$ cat config.mk
export PLATFORM = sky130hd
export DESIGN_NAME = line_rasterizer
export DESIGN_NICKNAME = d
export VERILOG_FILES = /design/src/rtl/core/lr_pkg.sv /design/src/rtl/core/lr_front.sv /design/src/rtl/core/lr_cmd_fifo.sv /design/src/rtl/core/lr_back.sv /design/src/rtl/core/line_rasterizer.sv
export VERILOG_INCLUDE_DIRS = /design/src /design/src/rtl/core
export SDC_FILE = /design/constraint.sdc
export NUM_CORES = 1
export LEC_CHECK = 0
export ABC_AREA = 0
export BUFFER_PORTS_ARGS = -buffer_cell sky130_fd_sc_hd__buf_2
export CAP_MARGIN = 40
export CORE_UTILIZATION = 23
export CTS_CLUSTER_DIAMETER = 120
export DETAILED_ROUTE_END_ITERATION = 7
export PLACE_DENSITY = 0.35
export SLEW_MARGIN = 10
export SYNTH_ARGS = -nofsm -noshare
export SYNTH_HDL_FRONTEND = slang
export SYNTH_SLANG_ARGS = --single-unit
$ cat constraint.sdc
create_clock -name clk -period 8.05 [get_ports clk]
set_clock_uncertainty 0.2 [all_clocks]
set_input_delay 0.805 -clock clk [delete_from_list [all_inputs] [get_ports clk]]
set_output_delay 0.805 -clock clk [all_outputs]
set_load 0.02 [all_outputs]
$ cat src/rtl/core/line_rasterizer_macros.svh
// assertion macros shared by the line rasterizer rtl
// expects clk and rst_n in the scope of each use
`ifndef LINE_RASTERIZER_MACROS_SVH
`define LINE_RASTERIZER_MACROS_SVH

// same-cycle implication
`define LR_ASSERT_NOW(lbl, pre, post, msg) \
  lbl: assert property (@(posedge clk) disable iff (!rst_n) (pre) |-> (post)) \
    else $error(msg);

// next-cycle implication
`define LR_ASSERT_NEXT(lbl, pre, post, msg) \
  lbl: assert property (@(posedge clk) disable iff (!rst_n) (pre) |=> (post)) \
    else $error(msg);

`endif

$ cat src/rtl/core/lr_pkg.sv
// shared types and constants of the line rasterizer
// no dependencies
`default_nettype none
package lr_pkg;

  localparam int COORD_W        = 6;
  localparam int BRUSH_W        = 8;
  localparam int COORD_BITS_DEF = 6;
  localparam int CMDQ_DEPTH     = 2;

  typedef struct packed {
    logic [COORD_W-1:0] start_x;
    logic [COORD_W-1:0] start_y;
    logic [COORD_W-1:0] end_x;
    logic [COORD_W-1:0] end_y;
    logic [BRUSH_W-1:0] brush;
  } seg_t;

  typedef struct packed {
    logic [COORD_W-1:0] pixel_x;
    logic [COORD_W-1:0] pixel_y;
    logic [BRUSH_W-1:0] pixel_brush;
    logic               last_pixel;
  } pixel_t;

  typedef enum logic [0:0] {
    BK_IDLE,
    BK_RUN
  } bk_state_t;

endpackage
`default_nettype wire

$ cat src/rtl/core/lr_front.sv
// segment classifier: picks major axis, orders endpoints, forms deltas
// depends on lr_pkg
`default_nettype none
module lr_front #(
  parameter int CB = lr_pkg::COORD_BITS_DEF,
  localparam int CMD_W = 5 * CB + 2 + lr_pkg::BRUSH_W
) (
  input  wire lr_pkg::seg_t  in_seg,
  input  wire logic          in_push,
  output logic               in_full,
  input  wire logic          q_full,
  output logic               q_wr,
  output logic [CMD_W-1:0]   q_data
);
  import lr_pkg::*;

  typedef struct packed {
    logic              steep;
    logic [CB-1:0]     maj0;
    logic [CB-1:0]     maj1;
    logic [CB-1:0]     min0;
    logic              min_dn;
    logic [CB-1:0]     dmaj;
    logic [CB-1:0]     dmin;
    logic [BRUSH_W-1:0] brush;
  } cmd_t;

  logic [CB-1:0] ax, ay, bx, by, adx, ady, min1;
  logic          shallow, swap;
  cmd_t          cmd;

  assign ax = in_seg.start_x[CB-1:0];
  assign ay = in_seg.start_y[CB-1:0];
  assign bx = in_seg.end_x[CB-1:0];
  assign by = in_seg.end_y[CB-1:0];

  assign adx = (bx > ax) ? (bx - ax) : (ax - bx);
  assign ady = (by > ay) ? (by - ay) : (ay - by);
  assign shallow = (ady < adx);

  always_comb begin
    cmd.brush = in_seg.brush;
    cmd.steep = !shallow;
    if (shallow) begin
      swap     = (ax > bx);
      cmd.maj0 = swap ? bx : ax;
      cmd.maj1 = swap ? ax : bx;
      cmd.min0 = swap ? by : ay;
      min1     = swap ? ay : by;
      cmd.dmaj = adx;
      cmd.dmin = ady;
    end else begin
      swap     = (ay > by);
      cmd.maj0 = swap ? by : ay;
      cmd.maj1 = swap ? ay : by;
      cmd.min0 = swap ? bx : ax;
      min1     = swap ? ax : bx;
      cmd.dmaj = ady;
      cmd.dmin = adx;
    end
    cmd.min_dn = (min1 < cmd.min0);
  end

  assign in_full = q_full;
  assign q_wr    = in_push && !q_full;
  assign q_data  = cmd;

endmodule
`default_nettype wire

$ cat src/rtl/core/lr_cmd_fifo.sv
// small register queue between classifier and stepper
// depends on lr_pkg and line_rasterizer_macros.svh
`default_nettype none
`include "line_rasterizer_macros.svh"
module lr_cmd_fifo #(
  parameter int WIDTH = 8,
  parameter int DEPTH = lr_pkg::CMDQ_DEPTH
) (
  input  wire logic             clk,
  input  wire logic             rst_n,
  input  wire logic             wr_en,
  input  wire logic [WIDTH-1:0] wr_data,
  output logic                  full,
  input  wire logic             rd_en,
  output logic [WIDTH-1:0]      rd_data,
  output logic                  empty
);
  import lr_pkg::*;

  localparam int PTR_W = (DEPTH > 1) ? $clog2(DEPTH) : 1;
  localparam int CNT_W = $clog2(DEPTH + 1);

  logic [WIDTH-1:0] mem_r [DEPTH];
  logic [PTR_W-1:0] wr_ptr_r, rd_ptr_r;
  logic [CNT_W-1:0] count_r;

  function automatic logic [PTR_W-1:0] ptr_inc(input logic [PTR_W-1:0] p);
    if (p == PTR_W'(DEPTH - 1)) return '0;
    return p + PTR_W'(1);
  endfunction

  assign full    = (count_r == CNT_W'(DEPTH));
  assign empty   = (count_r == '0);
  assign rd_data = mem_r[rd_ptr_r];

  always_ff @(posedge clk) begin
    if (wr_en) begin
      mem_r[wr_ptr_r] <= wr_data;
    end
  end

  always_ff @(posedge clk) begin
    if (!rst_n) begin
      wr_ptr_r <= '0;
      rd_ptr_r <= '0;
      count_r  <= '0;
    end else begin
      if (wr_en) wr_ptr_r <= ptr_inc(wr_ptr_r);
      if (rd_en) rd_ptr_r <= ptr_inc(rd_ptr_r);
      priority if (wr_en && !rd_en) begin
        count_r <= count_r + CNT_W'(1);
      end else if (rd_en && !wr_en) begin
        count_r <= count_r - CNT_W'(1);
      end else begin
        count_r <= count_r;
      end
    end
  end

  `LR_ASSERT_NOW(a_no_overflow, wr_en, !full, "command queue written while full")
  `LR_ASSERT_NOW(a_no_underflow, rd_en, !empty, "command queue read while empty")
  `LR_ASSERT_NEXT(a_count_up, (wr_en && !rd_en), (count_r == $past(count_r) + CNT_W'(1)), "queue count did not rise")

endmodule
`default_nettype wire

$ cat src/rtl/core/lr_back.sv
// bresenham stepper: one pixel per cycle, unless the output is held full, into a one-entry output register
// depends on lr_pkg and line_rasterizer_macros.svh
`default_nettype none
`include "line_rasterizer_macros.svh"
module lr_back #(
  parameter int CB = lr_pkg::COORD_BITS_DEF,
  localparam int CMD_W = 5 * CB + 2 + lr_pkg::BRUSH_W
) (
  input  wire logic             clk,
  input  wire logic             rst_n,
  input  wire logic             q_empty,
  input  wire logic [CMD_W-1:0] q_data,
  output logic                  q_pop,
  output logic                  out_empty,
  input  wire logic             out_pop,
  output lr_pkg::pixel_t        out_pix
);
  import lr_pkg::*;

  localparam int EW = CB + 3;

  typedef struct packed {
    logic              steep;
    logic [CB-1:0]     maj0;
    logic [CB-1:0]     maj1;
    logic [CB-1:0]     min0;
    logic              min_dn;
    logic [CB-1:0]     dmaj;
    logic [CB-1:0]     dmin;
    logic [BRUSH_W-1:0] brush;
  } cmd_t;

  cmd_t              cmd;
  bk_state_t         state_r, state_nxt;
  logic [CB-1:0]     maj_r, maj_end_r, min_r, dmaj_r, dmin_r;
  logic              steep_r, dn_r;
  logic [BRUSH_W-1:0] brush_r;
  logic signed [EW-1:0] err_r, err_nxt, err_init;
  logic signed [EW-1:0] dmin2, dmaj2;
  logic              out_valid_r;
  pixel_t            out_r;
  logic              adv, emit, last;
  logic [CB-1:0]     min_nxt;

  assign cmd      = q_data;
  assign adv      = !out_valid_r || out_pop;
  assign last     = (maj_r == maj_end_r);
  assign err_init = signed'(EW'({cmd.dmin, 1'b0})) - signed'(EW'(cmd.dmaj));
  assign dmin2    = signed'(EW'({dmin_r, 1'b0}));
  assign dmaj2    = signed'(EW'({dmaj_r, 1'b0}));

  always_comb begin
    if (err_r > 0) begin
      err_nxt = err_r + dmin2 - dmaj2;
      min_nxt = dn_r ? (min_r - CB'(1)) : (min_r + CB'(1));
    end else begin
      err_nxt = err_r + dmin2;
      min_nxt = min_r;
    end
  end

  // next state
  always_comb begin
    state_nxt = state_r;
    unique case (state_r)
      BK_IDLE: if (!q_empty) state_nxt = BK_RUN;
      BK_RUN:  if (adv && last) state_nxt = BK_IDLE;
      default: state_nxt = BK_IDLE;
    endcase
  end

  // outputs
  always_comb begin
    q_pop = 1'b0;
    emit  = 1'b0;
    unique case (state_r)
      BK_IDLE: q_pop = !q_empty;
      BK_RUN:  emit  = adv;
      default: ;
    endcase
  end

  always_ff @(posedge clk) begin
    if (!rst_n) begin
      state_r     <= BK_IDLE;
      out_valid_r <= 1'b0;
    end else begin
      state_r <= state_nxt;
      if (emit) begin
        out_valid_r <= 1'b1;
      end else if (out_pop) begin
        out_valid_r <= 1'b0;
      end
    end
  end

  always_ff @(posedge clk) begin
    if (q_pop) begin
      maj_r     <= cmd.maj0;
      maj_end_r <= cmd.maj1;
      min_r     <= cmd.min0;
      dmaj_r    <= cmd.dmaj;
      dmin_r    <= cmd.dmin;
      steep_r   <= cmd.steep;
      dn_r      <= cmd.min_dn;
      brush_r   <= cmd.brush;
      err_r     <= err_init;
    end else if (emit && !last) begin
      maj_r <= maj_r + CB'(1);
      min_r <= min_nxt;
      err_r <= err_nxt;
    end
  end

  always_ff @(posedge clk) begin
    if (emit) begin
      out_r.pixel_x     <= steep_r ? COORD_W'(min_r) : COORD_W'(maj_r);
      out_r.pixel_y     <= steep_r ? COORD_W'(maj_r) : COORD_W'(min_r);
      out_r.pixel_brush <= brush_r;
      out_r.last_pixel  <= last;
    end
  end

  assign out_empty = !out_valid_r;
  assign out_pix   = out_r;

  `LR_ASSERT_NOW(a_major_in_range, (state_r == BK_RUN), (maj_r <= maj_end_r), "major coordinate ran past end")
  `LR_ASSERT_NOW(a_pop_when_idle, q_pop, ((state_r == BK_IDLE) && !q_empty), "command taken while busy")
  `LR_ASSERT_NEXT(a_last_ends_line, (emit && last), (state_r == BK_IDLE), "stepper did not stop after last pixel")

endmodule
`default_nettype wire

$ cat src/rtl/core/line_rasterizer.sv
// line rasterizer: segment in, one pixel transaction per cycle out when not stalled (bresenham)
// first pixel of a segment passes the command queue, stepper registers and output register
// the stepper loop loads one command and then emits one pixel per cycle unless its output
//   register is held full; it takes the next command only after the last pixel
// a 2-entry command queue lets new segments be accepted while a line is being stepped
// reset: synchronous active-low rst_n empties the queue and output register; no clearing pass
`default_nettype none
module line_rasterizer #(
  parameter int COORD_BITS = lr_pkg::COORD_BITS_DEF,
  parameter int CMDQ_DEPTH = lr_pkg::CMDQ_DEPTH
) (
  input  wire logic           clk,
  input  wire logic           rst_n,
  // segment transactions
  input  wire lr_pkg::seg_t   in_seg,
  input  wire logic           in_push,
  output logic                in_full,
  // pixel transactions
  output lr_pkg::pixel_t      out_pix,
  output logic                out_empty,
  input  wire logic           out_pop
);
  import lr_pkg::*;

  // width of one classified command: axis flag, three coordinates, direction,
  // two deltas and the brush
  localparam int CMD_W = 5 * COORD_BITS + 2 + BRUSH_W;

  logic             q_wr, q_full, q_rd, q_empty;
  logic [CMD_W-1:0] q_wdata, q_rdata;

  // front: picks the major axis, orders the endpoints so stepping counts up
  lr_front #(
    .CB (COORD_BITS)
  ) u_front (
    .in_seg  (in_seg),
    .in_push (in_push),
    .in_full (in_full),
    .q_full  (q_full),
    .q_wr    (q_wr),
    .q_data  (q_wdata)
  );

  // decouples segment intake from pixel stepping
  lr_cmd_fifo #(
    .WIDTH (CMD_W),
    .DEPTH (CMDQ_DEPTH)
  ) u_cmd_fifo (
    .clk     (clk),
    .rst_n   (rst_n),
    .wr_en   (q_wr),
    .wr_data (q_wdata),
    .full    (q_full),
    .rd_en   (q_rd),
    .rd_data (q_rdata),
    .empty   (q_empty)
  );

  // back: error-term stepper feeding the output register
  lr_back #(
    .CB (COORD_BITS)
  ) u_back (
    .clk       (clk),
    .rst_n     (rst_n),
    .q_empty   (q_empty),
    .q_data    (q_rdata),
    .q_pop     (q_rd),
    .out_empty (out_empty),
    .out_pop   (out_pop),
    .out_pix   (out_pix)
  );

endmodule
`default_nettype wire
==> flow_metrics.env <==
export IMPL_clk_latency_ns=0.43
export IMPL_hold_class="flop to flop"
export IMPL_synth_top_area_share_pct=50.36
export IMPL_row_count=71
export IMPL_status="finished, final reports clean"
export IMPL_max_freq_mhz=179.7
export IMPL_syn2layout_area_growth_pct=16.96
export IMPL_dp_slack_ns=2.057
export IMPL_die_y_um=199.2
export IMPL_die_area_um2=39680
export IMPL_initial_core_util_pct=23.58
export IMPL_whs_endpoint="u_back.out_pix[3]"
export IMPL_clkSlewWorstSetupHoldPaths_ns=0.07
export IMPL_pwr_density_cell_nw_per_um2=435.4
export IMPL_power_switching_mw=1.770
export IMPL_first_global_vias=5652
export IMPL_p_comb_share_pct=48.7
export IMPL_tightest_slew_ns=0.7107
export IMPL_async_flop_share_pct=0
export IMPL_critPathLaunchType="input port"
export IMPL_syn_num_nets=830
export IMPL_synthFlopType="edfxtp_1"
export IMPL_reg2reg_depth=9
export IMPL_crit_path_end_kind="flop"
export IMPL_fin_setup_tns_ns=0
export IMPL_critPathKind="input port to flop"
export IMPL_cts_tree="done"
export IMPL_holdPathStages=0
export IMPL_min_delay_start="u_back.brush_r[2]"
export IMPL_syn_area_um2=8944
export IMPL_timing_final_crit_period_ns=5.564
export IMPL_clkPwrFrac_pct=17.7
export IMPL_grt_usage_pct=11.36
export IMPL_cp_required_ns=8.12
export IMPL_avgRoutedWirePerCell_um=16.20
export IMPL_ys_types=58
export IMPL_synth_edff_count=150
export IMPL_routed_wl_um=21300
export IMPL_first_pass_iters=4
export IMPL_synth_seq_cells=157
export IMPL_syn_avg_cell_area_um2=12.27
export IMPL_worstPathArrival_ns=5.63
export IMPL_grt_overflow_total=0
export IMPL_leakage_nw=4.069
export IMPL_intPower_mw=2.784
export IMPL_yosys_warnings=0
export IMPL_numCtsBuffers=17
export IMPL_place_hpwl_um=15470
export IMPL_cts_root_buf="clkbuf_16"
export IMPL_synth_area_leaders="edfxtp_1 (50%), ha_1 (8.0%), mux2i_1 (7.4%)"
export IMPL_drtIter0Drc=233
export IMPL_final_nets=892
export IMPL_diodes=0
export IMPL_cts_buffer_depth=2
export IMPL_slew_headroom_pct=52.62
export IMPL_synthMostInstantiatedCell="edfxtp_1"
export IMPL_rrSetupSlack_ns=4.72
export IMPL_ys_seq_area_share_pct=51.93
export IMPL_grt_pass1_wl_um=33550
export IMPL_drive_gt1_share_pct=18.41
export IMPL_fin_ws_ns=2.486
export IMPL_drcViolationCount=0
export IMPL_vias=5633
export IMPL_io_pins=59
export IMPL_hold_violations=0
export IMPL_cts_setup_buffers=0
export IMPL_r2r_end="u_back.err_r[7]"
export IMPL_vias_per_cell=4.284
export IMPL_yosys_area_top_type="edfxtp_1"
export IMPL_finalCritPeriodShare_pct=69.12
export IMPL_core_area_um2=37930
export IMPL_h_tree_depth=4
export IMPL_postSynthCellCount=729
export IMPL_grt_max_degree=46
export IMPL_vdd_drop_max_mv=0.1431
export IMPL_cts_resized=0
export IMPL_die_w_um=199.2
export IMPL_path_max_fanout=39
export IMPL_drtAntennaViolNets=0
export IMPL_sequentialPowerShare_pct=33.6
export IMPL_io_buffers=58
export IMPL_cts_sinks=157
export IMPL_slew_viol_final=0
export IMPL_switching_share_pct=38.87
export IMPL_routabilityCongestion=0.7473
export IMPL_setup_viol=0
export IMPL_antenna_found_initial=0
export IMPL_synth_common_cells="edfxtp_1 (150), mux2i_1 (66), inv_1 (64)"
export IMPL_cap_viol_max_count=0
export IMPL_rsz0062_at_grt="false"
export IMPL_ctsHoldBuffers=0
[how the worst max path moves through the flow]
stage | to | slack [ns] | start
after global placement | u_cmd_fifo.mem_r[0][20] | 1.79 | in_seg[8]
after CTS | u_cmd_fifo.mem_r[0][20] | 2.51 | in_seg[8]
final | u_cmd_fifo.mem_r[0][20] | 2.49 | in_seg[8]
after detailed placement | u_cmd_fifo.mem_r[0][20] | 2.06 | in_seg[8]
after global routing | u_cmd_fifo.mem_r[0][20] | 2.07 | in_seg[8]
after floorplan | u_cmd_fifo.mem_r[0][20] | 2.71 | in_seg[8]
[worst max-delay path, stage by stage]
cell	delay, ns
buf_2	0.14
inv_1	0.06
ha_1	0.16
inv_1	0.05
fa_1	0.38
a21o_1	0.19
a311oi_1	0.43
or2_1	0.30
o21ai_0	0.15
xor2_1	0.28
inv_1	0.08
ha_1	0.30
nand2_1	0.05
o21ai_0	0.15
a31o_2	0.29
buf_12	0.23
mux2_2	0.36
ha_1	0.31
a21o_1	0.16
a21o_1	0.16
a21o_1	0.16
a21oi_1	0.13
o41ai_1	0.10
a21oi_1	0.17
[placed cells by master, fill, tap and decap left out, types with 3 or more instances in the layout]
cell type	netlist	routed
a211oi_1	28	28
a21boi_0	3	3
a21o_1	15	15
a21oi_1	51	51
and2_1	8	8
buf_2	6	58
buf_4	2	9
clkbuf_16	0	17
clkinv_1	0	3
clkinvlp_4	0	3
dfxtp_1	7	6
edfxtp_1	150	150
fa_1	8	8
ha_1	57	57
inv_1	64	63
inv_6	0	3
inv_8	0	3
mux2_2	38	38
mux2i_1	66	66
nand2_1	27	27
nand2b_1	4	4
nand3_1	6	6
nor2_1	34	33
nor2b_1	15	15
nor3_1	5	5
o211ai_1	6	6
o21a_1	4	4
o21ai_0	24	23
o31ai_4	3	3
xnor2_1	25	25
xor2_1	10	10
[sequential cells by signal, indices dropped and copies added (netlist names), named ones only]
signal	flops
u_back.brush_r	8
u_back.dmaj_r	6
u_back.dmin_r	6
u_back.dn_r	1
u_back.err_r	9
u_back.maj_end_r	6
u_back.maj_r	6
u_back.min_r	6
u_back.out_pix	21
u_back.out_valid_r	1
u_back.state_r	1
u_back.steep_r	1
u_cmd_fifo.count_r	2
u_cmd_fifo.mem_r	80
u_cmd_fifo.rd_ptr_r	1
u_cmd_fifo.wr_ptr_r	1
[final cells by class]
class | count | area [um^2]
fillers | 3972 | 27470
flip-flops and latches | 157 | 4646
multi-input cells | 482 | 3944
well taps | 511 | 639.4
clock buffers | 17 | 425.4
repair buffers | 69 | 405.4
inverters | 64 | 240.2
clock inverters | 15 | 160.2
[layer usage]
metal	vias to the layer above	global-route usage [%]	routed length [um]
met5	-	0	0
li1	2828	-	-
met4	0	3.618	239
met2	80	17.49	9294
met1	2711	15.94	11160
met3	14	2.127	599
[cells by family (layout without fill, tap and decap cells)]
logic type                 after synthesis  count (layout)  synth area share [%]
AOI/OAI and AO/OA                      164             164                 12.38
DFF                                    157             157                 51.93
and+or+nand+nor                        114             114                 6.211
muxes                                  104             104                 12.17
buffers and inverters                   90             165                 4.113
adders and majority gates               65              65                 9.765
xor gates and xnor gates                35              35                 3.427
[power groups by stage]
stage	Clock (mW)	Sequential, mW	Combinational, mW
2_1_floorplan	0	1.55	1.62
5_1_grt	0.863	1.56	2.53
6_report	0.807	1.53	2.22
4_1_cts	0.834	1.54	2.26
3_3_place_gp	0	1.55	2.24
3_5_place_dp	0	1.55	2.24
[metrics by stage]
stage | hold WS, ns | power [mW] | cell area [um^2] | std cells | util, %
floorplan | 0.2003 | 3.172 | 8944 | 729 | -
global placement | 0.2009 | 3.796 | 9827 | 1281 | 25.91
detailed placement | 0.2054 | 3.798 | 9874 | 1283 | 26.03
CTS | 0.2165 | 4.633 | 10460 | 1315 | 27.58
global route | 0.2302 | 4.956 | 10460 | 1315 | 27.58
finish | 0.2152 | 4.554 | 10460 | 1315 | 27.58
Note: power is estimated with default switching activity, not from simulation.
